--- config.mk ---
export PLATFORM = sky130hd
export DESIGN_NAME = deferred_work_state_machine_core
export DESIGN_NICKNAME = d
export VERILOG_FILES = /design/src/hw/rtl/dwsm_pkg.sv /design/src/hw/rtl/dwsm_ctrl.sv /design/src/hw/rtl/deferred_work_state_machine_core.sv
export SDC_FILE = /design/constraint.sdc
export NUM_CORES = 1
export LEC_CHECK = 0
export BUFFER_PORTS_ARGS = -buffer_cell sky130_fd_sc_hd__clkbuf_2
export CORE_ASPECT_RATIO = 1.25
export CORE_MARGIN = 2
export CORE_UTILIZATION = 55
export DETAILED_ROUTE_END_ITERATION = 8
export PLACE_DENSITY = 0.74
export SETUP_SLACK_MARGIN = 0.02
export SYNTH_ARGS = -nofsm -noshare
export SYNTH_HDL_FRONTEND = slang
export SYNTH_SLANG_ARGS = --single-unit
export TNS_END_PERCENT = 5
--- constraint.sdc ---
create_clock -name clock -period 10.7 [get_ports clock]
set_clock_uncertainty 0.1 [all_clocks]
set_input_delay 2.14 -clock clock [delete_from_list [all_inputs] [get_ports clock]]
set_output_delay 2.14 -clock clock [all_outputs]
set_load 0.02 [all_outputs]
--- src/hw/rtl/dwsm_pkg.sv ---
package dwsm_pkg;

   // Handler states, in the encoding shown on the result channel.
   typedef enum logic [2:0] {
      ST_UNDEF      = 3'd0,
      ST_ENABLED    = 3'd1,
      ST_QUEUED     = 3'd2,
      ST_SIGNALLED  = 3'd3,
      ST_RUN_DIS    = 3'd4,
      ST_QUEUED_DIS = 3'd5,
      ST_DISABLED   = 3'd6,
      ST_RUNNING    = 3'd7
   } state_type;

   // Event codes carried in the func field.
   localparam logic [2:0] EV_INIT    = 3'd0;
   localparam logic [2:0] EV_ENABLE  = 3'd1;
   localparam logic [2:0] EV_DISABLE = 3'd2;
   localparam logic [2:0] EV_SIGNAL  = 3'd3;
   localparam logic [2:0] EV_START   = 3'd4;
   localparam logic [2:0] EV_END     = 3'd5;

   localparam int PctWidth   = 7;
   localparam int WdWidth    = 32;
   localparam int CntWidth   = 16;
   localparam int ScaleWidth = WdWidth + 8;

   localparam logic [PctWidth-1:0]   ThreshReset = 7'd50;
   localparam logic [ScaleWidth-1:0] PctScale   = 40'd100;

   typedef struct packed {
      logic [2:0]         func;
      logic               queue_accepted;
      logic               watchdog_valid;
      logic [WdWidth-1:0] watchdog_remaining;
      logic [WdWidth-1:0] watchdog_limit;
   } req_type;

   typedef struct packed {
      logic [2:0]          new_state;
      logic [2:0]          prev_state;
      logic                queue_request;
      logic                use_threaded;
      logic                run_handler;
      logic                ref_take;
      logic                ref_drop;
      logic                invalid_event;
      logic [CntWidth-1:0] threaded_total;
   } rsp_type;

endpackage

--- src/hw/rtl/dwsm_ctrl.sv ---
module dwsm_ctrl import dwsm_pkg::*; (
   input  logic                clock,
   input  logic                reset,
   input  logic                step,
   input  req_type             item,
   input  logic [PctWidth-1:0] thresh_pct,
   output rsp_type             result
);

   state_type           state_ff, state_in;
   logic                ref_ff, ref_in;
   logic [CntWidth-1:0] cnt_ff, cnt_in;

   logic [ScaleWidth-1:0] limit_prod;
   logic [ScaleWidth-1:0] remain_scaled;
   logic                  thr_ok;

   logic qreq, run, take, set_dis, bad, thr, drop;

   // remaining < floor(limit * pct / 100) holds exactly when
   // 100 * (remaining + 1) <= limit * pct, so no divider is needed.
   always_comb begin
      limit_prod    = ScaleWidth'(item.watchdog_limit) * ScaleWidth'(thresh_pct);
      remain_scaled = (ScaleWidth'(item.watchdog_remaining) + ScaleWidth'(1)) * PctScale;
      thr_ok        = item.watchdog_valid && (remain_scaled <= limit_prod);
   end

   // Next state.
   always_comb begin
      state_in = state_ff;
      case (item.func)
         EV_INIT: begin
            if (state_ff == ST_UNDEF) state_in = ST_DISABLED;
         end
         EV_ENABLE: begin
            if (state_ff == ST_DISABLED) state_in = ST_ENABLED;
         end
         EV_DISABLE: begin
            case (state_ff)
               ST_DISABLED, ST_ENABLED: state_in = ST_DISABLED;
               ST_RUNNING, ST_SIGNALLED: state_in = ST_RUN_DIS;
               ST_QUEUED: state_in = ST_QUEUED_DIS;
               default: state_in = state_ff;
            endcase
         end
         EV_SIGNAL: begin
            case (state_ff)
               ST_ENABLED: state_in = item.queue_accepted ? ST_QUEUED : ST_SIGNALLED;
               ST_RUNNING: state_in = ST_SIGNALLED;
               default: state_in = state_ff;
            endcase
         end
         EV_START: begin
            case (state_ff)
               ST_QUEUED: state_in = ST_RUNNING;
               ST_QUEUED_DIS: state_in = ST_DISABLED;
               default: state_in = state_ff;
            endcase
         end
         EV_END: begin
            case (state_ff)
               ST_SIGNALLED: state_in = item.queue_accepted ? ST_QUEUED : ST_SIGNALLED;
               ST_RUNNING: state_in = ST_ENABLED;
               ST_RUN_DIS: state_in = ST_DISABLED;
               default: state_in = state_ff;
            endcase
         end
         default: state_in = state_ff;
      endcase
   end

   // Actions and flags.
   always_comb begin
      qreq    = 1'b0;
      run     = 1'b0;
      take    = 1'b0;
      set_dis = 1'b0;
      bad     = 1'b0;
      case (item.func)
         EV_INIT: begin
            bad = (state_ff != ST_UNDEF);
         end
         EV_ENABLE: begin
            take = (state_ff == ST_DISABLED);
            bad  = (state_ff != ST_DISABLED);
         end
         EV_DISABLE: begin
            case (state_ff)
               ST_UNDEF, ST_RUNNING, ST_SIGNALLED, ST_QUEUED: ;
               ST_DISABLED, ST_ENABLED: set_dis = 1'b1;
               default: bad = 1'b1;
            endcase
         end
         EV_SIGNAL: begin
            case (state_ff)
               ST_ENABLED: qreq = 1'b1;
               ST_DISABLED: set_dis = 1'b1;
               ST_RUNNING, ST_RUN_DIS, ST_SIGNALLED, ST_QUEUED: ;
               default: bad = 1'b1;
            endcase
         end
         EV_START: begin
            case (state_ff)
               ST_QUEUED: run = 1'b1;
               ST_QUEUED_DIS: set_dis = 1'b1;
               default: bad = 1'b1;
            endcase
         end
         EV_END: begin
            case (state_ff)
               ST_SIGNALLED: qreq = 1'b1;
               ST_RUNNING: ;
               ST_RUN_DIS: set_dis = 1'b1;
               default: bad = 1'b1;
            endcase
         end
         default: bad = 1'b1;
      endcase

      thr    = qreq && thr_ok;
      drop   = set_dis && ref_ff;
      ref_in = take ? 1'b1 : (drop ? 1'b0 : ref_ff);
      cnt_in = cnt_ff + CntWidth'(thr);

      result.new_state      = state_in;
      result.prev_state     = state_ff;
      result.queue_request  = qreq;
      result.use_threaded   = thr;
      result.run_handler    = run;
      result.ref_take       = take;
      result.ref_drop       = drop;
      result.invalid_event  = bad;
      result.threaded_total = cnt_in;
   end

   always_ff @(posedge clock) begin
      if (reset) begin
         state_ff <= ST_UNDEF;
         ref_ff   <= 1'b0;
         cnt_ff   <= '0;
      end else if (step) begin
         state_ff <= state_in;
         ref_ff   <= ref_in;
         cnt_ff   <= cnt_in;
      end
   end

endmodule

--- src/hw/rtl/deferred_work_state_machine_core.sv ---
// Deferred-work handler tracker.
// Events enter on the req_ channel (req_valid, req_stall, req_data) and one
// result per event leaves on the rsp_ channel (rsp_valid, rsp_stall,
// rsp_data). A transfer happens at a rising edge with valid high and stall
// low. The csr_ port writes the threaded-queueing threshold percent with
// csr_wr_en and csr_wr_data; the user must write it only while no event is
// in flight; the block itself does not enforce this. An accepted event is
// registered in the input register, processed and registered into the
// result register, which drives rsp_data. Throughput is one event per cycle
// while rsp_stall is low; the state, reference and counter update in the
// same cycle the result register loads, the loop that sets that rate.
// When rsp_stall holds a result, one more event is still taken into the
// input register; after that req_stall rises until the result is taken.
// Synchronous reset clears both pipeline valid flags, returns the handler
// to the undefined state with no reference and a zero threaded count, and
// sets the threshold to fifty percent.
module deferred_work_state_machine_core import dwsm_pkg::*; (
   input  logic                clock,
   input  logic                reset,
   input  logic                req_valid,
   output logic                req_stall,
   input  req_type             req_data,
   output logic                rsp_valid,
   input  logic                rsp_stall,
   output rsp_type             rsp_data,
   input  logic                csr_wr_en,
   input  logic [PctWidth-1:0] csr_wr_data
);

   logic                req_vld_ff;
   req_type             req_ff;
   logic                rsp_vld_ff;
   rsp_type             rsp_ff, rsp_in;
   logic [PctWidth-1:0] thresh_ff;
   logic                advance;
   logic                step;

   assign advance   = !rsp_vld_ff || !rsp_stall;
   assign step      = advance && req_vld_ff;
   assign req_stall = req_vld_ff && !advance;
   assign rsp_valid = rsp_vld_ff;
   assign rsp_data  = rsp_ff;

   dwsm_ctrl u_ctrl (
      .clock      (clock),
      .reset      (reset),
      .step       (step),
      .item       (req_ff),
      .thresh_pct (thresh_ff),
      .result     (rsp_in)
   );

   always_ff @(posedge clock) begin
      if (reset) begin
         req_vld_ff <= 1'b0;
         rsp_vld_ff <= 1'b0;
         thresh_ff  <= ThreshReset;
      end else begin
         if (csr_wr_en) thresh_ff <= csr_wr_data;
         if (!req_stall) req_vld_ff <= req_valid;
         if (advance) rsp_vld_ff <= req_vld_ff;
      end
   end

   always_ff @(posedge clock) begin
      if (req_valid && !req_stall) req_ff <= req_data;
      if (step) rsp_ff <= rsp_in;
   end

endmodule

# Yosys cells after proc, flatten, opt, wreduce, memory -nomap -nowiden
# Index checks and enable logic that the tools add are counted.
[totals]
input_bits = 81
word_cells = 85
regBits = 126
[op_classes]
order_cmp = 1
add_sub_neg = 2
n_mux = 25
mul = 2
eq_ne = 13
n_reduce_logical = 22
[ops]
columns = ["operator", "n"]
rows = [
  ["$le 40x39->1", 1],
  ["$mul 40x5->38 const B", 1],
  ["$mul 32x7->39", 1],
  ["$add 32x1->33 const B", 1],
  ["$eq 3x3->1 const B", 6],
  ["$pmux 3 s3", 2],
  ["$pmux 3 s6", 1],
  ["$add 16x1->16", 1],
  ["$mux 1", 15],
  ["$eq 3x2->1 const B", 4],
  ["$pmux 3 s2", 2],
  ["$reduce_or 6->1", 2],
  ["$eq 3x1->1 const B", 2],
  ["$logic_and 1x1->1", 6],
  ["$logic_not 3->1", 2],
  ["$mux 3", 2],
  ["$pmux 1 s6", 1],
  ["$reduce_or 2->1", 3],
  ["$logic_not 1->1", 4],
  ["$pmux 1 s4", 1],
  ["$ne 3x3->1 const B", 1],
  ["$reduce_bool 3->1", 1],
  ["$reduce_or 3->1", 1],
  ["$pmux 1 s2", 1],
  ["3 further kinds", 3],
]

# Depth between registers and ports, before layout
# Gate-level depths: netlist (run 1).
[depth]
word_depth = 7
depth_mapped = 46

# Cells and area by module
# From an unflattened synthesis (run 1), not the netlist that was laid out.
[hier_totals]
cells_unflattened = 1701
hier_area_um2 = 16334.4
[by_module_without_submodules]
columns = ["mod", "cells_each", "instances", "area_each_um2"]
rows = [
  ["dwsm_ctrl", 1571, 1, 13080.0],
  ["deferred_work_state_machine_core", 130, 1, 3254.4],
]

# Worst setup path after synthesis (run 1)
# Ideal clock, no wire load.
[synth_timing]
kind = "reg-to-reg"
start = "reg thresh_ff[6]"
end = "reg rsp_ff, in the netlist rsp_data[15] (data pin)"
slack_ns = 2.504
arrival_time_ns = 7.838
required_time_ns = 10.342
setup_ns = 0.258
period_less_slack_ns = 8.196
path_stages_with_launch = 40
cell_sequence = "dfxtp_1 > clkbuf_1 > and2_1 > fa_1 > fa_1 > fa_1 > inv_1 > fa_1 > inv_1 > ha_1 > a21o_1 > nor3b_1 > or3_4 > a221oi_2 > o21ai_2 > nand2b_2 > a21boi_2 > a21o_2 > (+4 left out) > nor2_1 > nor2_1 > nand2_1 > a21oi_1 > nor2b_1 > o21ai_0 > o211ai_1 > a21oi_1 > o2111a_1 > ha_1 > nand3_1 > nor2_1 > and3_1 > and3_1 > and3_1 > and3_1 > nand3_1 > xnor2_1"
[synth_rtl]
columns = ["element", "line", "source"]
rows = [
  ["start: declaration", "deferred_work_state_machine_core.sv:34", "logic [PctWidth-1:0] thresh_ff;"],
  ["start signal: assignment", "deferred_work_state_machine_core.sv:57", "thresh_ff <= ThreshReset;"],
  ["start signal: assignment", "deferred_work_state_machine_core.sv:59", "if (csr_wr_en) thresh_ff <= csr_wr_data;"],
  ["end signal: assignment", "deferred_work_state_machine_core.sv:67", "if (step) rsp_ff <= rsp_in;"],
  ["end: declaration", "deferred_work_state_machine_core.sv:33", "rsp_type rsp_ff, rsp_in;"],
]

==> results of run 1 <==
## layout make-up
cell class / count / area (um2)
inverter: 231 / 867
clock inverter: 15 / 143
clock buffer: 17 / 425
multi-input combinational: 1275 / 11500
sequential: 126 / 3490
tap: 390 / 488
timing repair buffer: 118 / 611
fill: 2386 / 11000
## Yosys cell counts (4+ instances only)
library cell,n,share of area [%]
inv_1,230,5.4
ha_1,199,16
fa_1,177,22
and2_1,169,6.6
nand2_1,135,3.2
edfxtp_1,97,18
nor2_1,80,1.9
a21oi_1,75,2.3
xor2_1,63,3.4
xnor2_1,60,3.3
nand3_1,36,1.1
clkbuf_1,34,0.80
o21ai_0,32,1.0
a21o_1,30,1.4
dfxtp_1,29,3.6
and3_1,28,1.1
nor3_1,20,0.63
nor2b_1,18,0.70
nand2b_1,14,0.55
nand4_1,11,0.43
a31oi_1,10,0.39
o21a_1,10,0.47
o21bai_1,8,0.38
a211oi_1,7,0.33
nor4_1,7,0.27
or3_1,7,0.27
mux2i_1,6,0.38
a211o_1,5,0.27
a21o_2,5,0.27
o21ai_1,4,0.13
o22ai_1,4,0.16
## per-layer routing
layer / share of wire [%] / vias up / wire length, um
li1: - / 5750 / -
met1: 39 / 5941 / 13300
met2: 54 / 255 / 18500
met3: 3.6 / 69 / 1230
met4: 2.8 / 0 / 959
met5: 0 / - / 0
## state kept, by name, summed over array words and instances, names as in the netlist
register         count
rsp_valid            1
req_ff              69
rsp_data            28
u_ctrl.state_ff      3
req_vld_ff           1
u_ctrl.ref_ff        1
u_ctrl.cnt_ff       16
thresh_ff            7
## cells by family (layout without fill, tap and decap cells)
kind of cell    Yosys count  count (layout)  synth area share, %
simple gates            538             538                 17.4
fa+ha+maj               376             376                 37.7
buf+inv                 268             381                 6.29
compound gates          232             232                 9.67
flops                   126             126                 21.8
xor+xnor                123             123                 6.73
mux                       6               6                0.375
## cell usage in the layout, fill, tap and decap left out, types with 14 or more instances in the layout
cell type  Yosys  final
and3_1        28     28
nor2_1        80     80
a21oi_1       75     75
inv_1        230    230
dfxtp_1       29     29
and2_1       169    169
xor2_1        63     63
nor2b_1       18     17
nand2_1      135    135
edfxtp_1      97     97
nand3_1       36     36
a21o_1        30     30
xnor2_1       60     60
clkbuf_16      0     17
nand2b_1      14     14
o21ai_0       32     32
clkbuf_2       0    110
fa_1         177    177
nor3_1        20     20
ha_1         199    199
## critical path, delay by kind of cell, from the launching register on
kind                     cells  cell delay [ns]
flip-flops                   1             1.05
adder cells (fa/ha/maj)      8             3.06
AND/OR/NAND/NOR             18             4.14
AO/OA/AOI/OAI                5             0.99
buffers and inverters        2             0.11
XOR/XNOR                     2             0.28
## metrics by stage
| stage | setup slack [ns] | cells |
|---|---|---|
| 6_report | 0.811 | 2172 |
| 5_1_grt | 0.0379 | 2172 |
| 4_1_cts | 0.859 | 2172 |
| 3_5_place_dp | 0.920 | 2140 |
| 3_3_place_gp | 1.07 | 2140 |
| 2_1_floorplan | 2.50 | 1669 |
## power breakdown
part	internal (mW)	switching, mW	total (mW)
clock network	0.310	0.268	0.578
logic	1.03	1.29	2.32
registers	0.553	0.0385	0.592
## final timing paths
check	start	endpoint	slack [ns]
worst max register to register	thresh_ff[6]	u_ctrl.cnt_ff[14]	0.81
worst min register to register	u_ctrl.cnt_ff[0]	u_ctrl.cnt_ff[0]	0.36
worst max-delay path	thresh_ff[6]	u_ctrl.cnt_ff[14]	0.81
worst min-delay path	u_ctrl.cnt_ff[0]	u_ctrl.cnt_ff[0]	0.36
==> metrics.md, run 1 <==
| Metric | Value |
|---|---|
| Status | finished clean |
| Design Power | 3.49 mW |
| Crit path kind | flop to flop |
| I/O pin total | 111 |
| CP max stage cell | dfxtp_1 |
| Min Tclk post-route | 9.89 ns |
| Clk slew on worst S/H paths | 0.07 ns |
| Netlist cell types | 71 |
| Busiest grt layer | met2 |
| Pin count of the biggest net entering global routing | 45 |
| Num rows | 69 |
| Routed Antenna Nets | 0 |
| Cell area power density | 199 nW/um2 |
| Gpl congestion | 0.894 |
| Proportion of layout cells with a drive suffix above 1 | 9.60% |
| Clock sink total | 126 |
| Die Span X | 157 um |
| Post-layout nets | 2226 |
| Htree depth | 4 |
| Met2 Use GR | 44.6% |
| Leakage | 8.54 nW |
| Initial antenna violation count | 0 |
| Max-slew headroom | 26.6% |
| RSZ-0062 raised after global routing | false |
| Utilization after layout | 61.4% |
| Gr usage total | 23.7% |
| Worst R2R Path Depth | 35 |
| Hold Path Depth | 2 |
| Fin area | 17500 um2 |
| Cell Area, Synth | 16000 um2 |
| Element type at the critical path end | flop |
| Dominant synthesized flop cell | edfxtp_1 |
| Vias in the first global route | 12800 |
| GR met1 Demand/Resource | 26.7% |
| Synth Register Bits | 126 |
| Via count | 12000 |
| Port Buf Inserts | 110 |
| CTS tree | built |
| # diodes | 0 |
| Met3 GRT Util | 3.88% |
| DR iter-0 viols | 496 |
| Avg Synthesized Cell Area | 9.59 um2 |
| Vias per inst | 5.53 |
| DRT Pass-1 Iters | 5 |
| CP startpoint kind | flop |
| Synthesized netlist net count | 2126 |
| CTS root buf | clkbuf_16 |
| Fmax achieved | 101 MHz |
| Core area | 28600 um2 |
| First-pass GRT wire length | 58100 um |
| VDD IR max | 0.000130 V |
| Die area | 30500 um2 |
| Slew @ Worst Pin | 1.10 ns |
| Number of post-CTS setup repair buffers | 0 |
| Congestion Overflow GR | 0 |
| Tcrit/Tclk final | 92.4% |
| Worst Path Max Fanout | 33 |
| Critical path required time | 10.92 ns |
| WL per Instance | 15.6 um |
| Starting Density | 56.0% |
| Num CTS Buffers | 17 |
| Critical Path AT | 10.11 ns |
| Final Max Slew Viols | 0 |
| Hold WS | 0.363 ns |
| Number of synthesized flops with an enable pin | 97 |
| DRC violations left | 0 |
| Slowest cell delay on critical path | 1.05 ns |
| Die extent in y | 195 um |
| CTS resizes | 0 |
| Clock Path Buffers | 2 |
| Latest clock arrival within the worst-skew pair | 0.46 ns |
| Seq/Total Area, Yosys | 21.8% |
| Syn-to-layout area delta | 9.59% |
| # hold bufs at CTS | 0 |
| Final Setup Violations | 0 |
| WL final | 33900 um |
| Placement Cell Area | 17000 um2 |
| Ys Warns | 0 |
| DPL Wire Length | 26600 um |
| Synth Instances | 1669 |
| Synth async-reset ratio | 0% |
| # Max-Cap Violations | 0 |
| Hold Crit Class | flop to flop |
| Setup TNS | 0 ns |
| Final hold vios | 0 |
(Power assumes the default switching activity.)
==> run 2: changes to the inputs <==
- PLACE_DENSITY: 0.74 -> 0.79
==> run 2 against run 1 <==
  * Sequential power barely moved
  * Utilization about the same
  * Non-clock buffer count rose by 1
  * Maximum frequency rose by 1.6%
  * Combinational power hardly changed
  * Critical path type unchanged
  * Largest power group unchanged
  * Highest routed layer unchanged
==> metrics.md, run 2 (synthesis gave the netlist of run 1 again) <==
| Metric | Value |
|---|---|
| Htree depth | 4 (unchanged) |
| Starting Density | 56.0% (unchanged) |
| CP startpoint kind | flop |
| Most frequent cells in the layout | inv_1, ha_1, fa_1, and2_1, nand2_1 |
| # hold bufs at CTS | 0 (unchanged) |
| Final Max Slew Viols | 0 (unchanged) |
| Setup TNS | 0 ns (unchanged) |
| WL final | 34500 um (+1.8%) |
| CTS tree | built |
| Num CTS Buffers | 17 (unchanged) |
| Clk slew on worst S/H paths | 0.07 ns (about the same) |
| Largest register FFs | 69 (unchanged) |
| Slew @ Worst Pin | 0.950 ns (-0.149 ns) |
| Syn-to-layout area delta | 9.66% (about the same) |
| Fin area | 17500 um2 (about the same) |
| Element type at the critical path end | flop |
| CP max stage cell | dfxtp_1 |
| Utilization after layout | 61.4% (about the same) |
| Pin count of the biggest net entering global routing | 70 (+56%) |
| Congestion Overflow GR | 0 (unchanged) |
| Latest clock arrival within the worst-skew pair | 0.45 ns (about the same) |
| Gpl congestion | 0.892 (-0.21%) |
| Min Tclk post-route | 9.73 ns (-0.158 ns) |
| Via count | 12000 (-0.30%) |
| Tcrit/Tclk final | 91.0% (-1.5 points) |
| DRT Pass-1 Iters | 4 (-1) |
| Post-layout nets | 2227 (+0.045%) |
| Die extent in y | 195 um (unchanged) |
| Status | finished clean |
| Cell count after placement | 2141 (+0.047%) |
| Max-slew headroom | 36.7% (+10 points) |
| Leakage | 8.54 nW (about the same) |
| DPL Wire Length | 27100 um (+1.8%) |
| Die Span X | 157 um (unchanged) |
| Initial antenna violation count | 0 (unchanged) |
| Slowest cell delay on critical path | 0.79 ns (-0.26 ns) |
| Cell area power density | 200 nW/um2 (+0.21%) |
| Proportion of layout cells with a drive suffix above 1 | 9.65% (+0.051 points) |
| Reg with most FFs | req_ff |
| Vias in the first global route | 13200 (+3.4%) |
| Routed Antenna Nets | 0 (unchanged) |
| Num rows | 69 (unchanged) |
| CTS root buf | clkbuf_16 |
| CTS resizes | 0 (unchanged) |
| Final Setup Violations | 0 (unchanged) |
| # Max-Cap Violations | 0 (unchanged) |
| Fmax achieved | 103 MHz (+1.6%) |
| Layout Cells excl Fill | 2173 (+0.046%) |
| Vias per inst | 5.51 (-0.35%) |
| DRC violations left | 0 (unchanged) |
| Core area | 28600 um2 (unchanged) |
| Crit path kind | flop to flop |
| First-pass GRT wire length | 60600 um (+4.2%) |
| VDD IR max | 0.000162 V (+25%) |
| Number of post-CTS setup repair buffers | 0 (unchanged) |
| DR iter-0 viols | 509 (+2.6%) |
| Hold Crit Class | flop to flop |
| Gr usage total | 24.7% (+1.0 points) |
| Clock Path Buffers | 2 (unchanged) |
| Critical path required time | 10.80 ns (-0.12 ns) |
| Clock sink total | 126 (unchanged) |
| Setup Slack @ Placement | 1.12 ns (+0.196 ns) |
| Design Power | 3.50 mW (+0.28%) |
| Worst setup margin | 0.968 ns (+0.158 ns) |
| Worst Path Max Fanout | 23 (-30%) |
| Port Buf Inserts | 110 (unchanged) |
| Die area | 30500 um2 (unchanged) |
| Filler cell count in the final layout | 2345 (-1.7%) |
| # diodes | 0 (unchanged) |
| Placement Cell Area | 17000 um2 (about the same) |
| Commonest non-fill, non-tap cell in the layout | inv_1 |
| RSZ-0062 raised after global routing | false |
| Final hold vios | 0 (unchanged) |
| WL per Instance | 15.9 um (+1.7%) |
| I/O pin total | 111 (unchanged) |
| Hold WS | 0.368 ns (+0.00435 ns) |
| Critical Path AT | 9.83 ns (-0.28 ns) |
-- run 2: critical path, delay by kind of cell, from the launching register on --
kind                       cells  cell delay [ns]
and+or+nand+nor               17             4.01
adders and majority gates      7             2.90
AOI/OAI and AO/OA              5             1.02
DFF                            1             0.79
buffers and inverters          3             0.40
xor gates and xnor gates       2             0.28
-- run 2: report_power, final --
group	switching (mW)	total, mW	internal (mW)
sequential	0.0351	0.589	0.553
combinational	1.30	2.33	1.04
clock	0.270	0.578	0.309
total	1.60	3.50	1.90
-- run 2: routing by layer --
metal,global-route usage (%),share of wire (%),wire length (um)
met1,27.6,38,13200
met2,46.6,55,19000
met3,3.86,3.6,1230
met4,9.34,3.1,1050
met5,0,0,0
-- run 2: cell type report --
class	count	area, um2	area share (%)
inverter	231	867	4.94
tap	390	488	2.78
sequential	126	3490	19.9
multi-input combinational	1275	11500	65.6
clock buffer	17	425	2.42
timing repair buffer	119	618	3.52
clock inverter	15	146	0.834
-- run 2: final timing paths --
check / start / end / slack [ns] / depth (start not counted)
worst max-delay path: thresh_ff[6] / rsp_data[15] / 0.97 / 34
worst max register to register: thresh_ff[6] / rsp_data[15] / 0.97 / 34
worst min-delay path: u_ctrl.cnt_ff[0] / u_ctrl.cnt_ff[0] / 0.37 / 2
worst min register to register: u_ctrl.cnt_ff[0] / u_ctrl.cnt_ff[0] / 0.37 / 2
==> run 3: changes to the inputs <==
- CTS_CLUSTER_DIAMETER: not set -> 200
- REMOVE_ABC_BUFFERS: not set -> 1
==> run 3 against run 2 <==
  * Worst setup slack worse by 0.39 ns
  * Largest cell class unchanged
  * Final cell count hardly changed
  * Maximum frequency is 3.9% lower
  * Wire length is 2.0% lower
  * Utilization hardly changed
  * Global-route usage is 1.1 points lower
  * Combinational power hardly changed
==> metrics.md, run 3 (synthesis gave the netlist of run 1 again) <==
| Metric | Value |
|---|---|
| Status | finished clean |
| Pin count of the biggest net entering global routing | 70 (unchanged) |
| Reg with most FFs | req_ff |
| WL final | 33800 um (-2.0%) |
| Min Tclk post-route | 10.13 ns (+0.395 ns) |
| DPL Wire Length | 26500 um (-2.1%) |
| Critical path required time | 10.91 ns (+0.11 ns) |
| Proportion of layout cells with a drive suffix above 1 | 9.55% (-0.10 points) |
| Final hold vios | 0 (unchanged) |
| CP startpoint kind | flop |
| CTS tree | built |
| Via count | 11900 (-0.38%) |
| Vias per inst | 5.50 (-0.29%) |
| Num CTS Buffers | 17 (unchanged) |
| Die extent in y | 195 um (unchanged) |
| Critical Path AT | 10.33 ns (+0.50 ns) |
| Max-slew headroom | 24.8% (-12 points) |
| Tcrit/Tclk final | 94.6% (+3.7 points) |
| Filler cell count in the final layout | 2374 (+1.2%) |
| Clock power frac | 16.8% (+0.3 points) |
| HP Start | u_ctrl.cnt_ff[0] |
| Crit path kind | flop to flop |
| Num rows | 69 (unchanged) |
| Final Setup Violations | 0 (unchanged) |
| # hold bufs at CTS | 0 (unchanged) |
| I/O pin total | 111 (unchanged) |
| Gpl congestion | 0.866 (-2.9%) |
| Htree depth | 4 (unchanged) |
| DRC violations left | 0 (unchanged) |
| Slowest cell delay on critical path | 1.00 ns (+0.21 ns) |
| Die Span X | 157 um (unchanged) |
| DRT Pass-1 Iters | 5 (+1) |
| Post-layout nets | 2225 (-0.090%) |
| Design Power | 3.52 mW (+0.49%) |
| VDD IR max | 0.000139 V (-15%) |
| Initial antenna violation count | 0 (unchanged) |
| Die area | 30500 um2 (unchanged) |
| Final Max Slew Viols | 0 (unchanged) |
| Hold Crit Class | flop to flop |
| # Max-Cap Violations | 0 (unchanged) |
| Worst Path Max Fanout | 27 (+17%) |
| CTS resizes | 0 (unchanged) |
| WL per Instance | 15.6 um (-2.0%) |
| Port Buf Inserts | 110 (unchanged) |
| Commonest non-fill, non-tap cell in the layout | inv_1 |
| DR iter-0 viols | 551 (+8.3%) |
| Number of post-CTS setup repair buffers | 0 (unchanged) |
| Slew @ Worst Pin | 1.13 ns (+0.176 ns) |
| Crit path launch | thresh_ff[2] |
| # diodes | 0 (unchanged) |
| First-pass GRT wire length | 58300 um (-3.7%) |
| Largest register FFs | 69 (unchanged) |
| Gate power share | 66.3% (-0.4 points) |
| Starting Density | 56.0% (unchanged) |
| Fmax achieved | 98.8 MHz (-3.9%) |
| Cell area power density | 200 nW/um2 (+0.46%) |
| CTS root buf | clkbuf_16 |
| Latest clock arrival within the worst-skew pair | 0.45 ns (about the same) |
| Syn-to-layout area delta | 9.70% (about the same) |
| Internal Power | 1.93 mW (+1.8%) |
| Leakage | 8.55 nW (about the same) |
| Vias in the first global route | 13000 (-1.8%) |
| CP max stage cell | dfxtp_1 |
| Setup TNS | 0 ns (unchanged) |
| Core area | 28600 um2 (unchanged) |
| Clock Path Buffers | 2 (unchanged) |
| Most frequent cells in the layout | inv_1, ha_1, fa_1, and2_1, nand2_1 |
| Congestion Overflow GR | 0 (unchanged) |
| Element type at the critical path end | flop |
| Routed Antenna Nets | 0 (unchanged) |
| Switching Fraction | 45.1% (-0.69 points) |
| Clk slew on worst S/H paths | 0.06 ns (about the same) |
| RSZ-0062 raised after global routing | false |
| Share of power burned in registers | 16.8% (about the same) |
| Gr usage total | 23.6% (-1.1 points) |
| Switching pwr | 1.59 mW (-1.0%) |
| Reg-to-reg startpoint | thresh_ff[2] |
| Clock sink total | 126 (unchanged) |
==> run 3: changes by cell type in the layout (fill, tap and decap cells not counted), sizes merged <==
cell	previous run	this run
clkinv	6	3
buf	9	7
inv	239	238
clkbuf	127	131
==> run 3: final cells by class <==
type                       instances  area (um2)  share of cell area, %
clock buffer                      21         503                   2.87
clock inverter                    11        90.1                  0.513
inverter                         231         867                   4.94
multi-input combinational       1275       11500                   65.6
sequential                       126        3490                   19.9
tap                              390         488                   2.78
timing repair buffer             117         603                   3.44
==> run 3: routing by layer <==
layer | wire (um) | GRT usage, % | up-vias
li1 | - | - | 5749
met1 | 13100 | 25.4 | 5875
met2 | 18700 | 45.4 | 225
met3 | 930 | 3.63 | 84
met4 | 1070 | 9.68 | 0
met5 | 0 | 0 | -
==> run 3: worst paths after layout <==
check / endpoint / slack, ns / cells past startpoint
setup / recovery: u_ctrl.cnt_ff[14] / 0.57 / 36
hold / removal: u_ctrl.cnt_ff[0] / 0.37 / 2
setup reg to reg: u_ctrl.cnt_ff[14] / 0.57 / 36
hold reg to reg: u_ctrl.cnt_ff[0] / 0.37 / 2
==> run 3: metrics by stage <==
step	hold WS, ns	utilization, %	setup slack [ns]	instance area, um2	cells
floorplan	0.334	-	2.35	15900	1632
global placement	0.347	59.4	1.06	17000	2139
CTS	0.368	61.4	0.747	17600	2171
detailed placement	0.359	59.4	0.788	17000	2139
finish	0.366	61.4	0.574	17600	2171
global route	0.384	61.4	0.0719	17600	2171
==> run 3: critical path, delay by kind of cell, from the launching register on <==
kind / cells / cell delay (ns)
and+or+nand+nor: 18 / 4.16
adders and majority gates: 8 / 3.11
DFF: 1 / 1.00
AOI/OAI and AO/OA: 5 / 0.99
buffers and inverters: 3 / 0.38
xor gates and xnor gates: 2 / 0.28
==> run 3: power by group through the flow <==
stage	clock (mW)	combinational [mW]	sequential, mW
finish	0.593	2.33	0.593
global route	0.627	2.69	0.596
CTS	0.608	2.35	0.592
detailed placement	0	2.33	0.602
global placement	0	2.26	0.601
floorplan	0	1.82	0.595
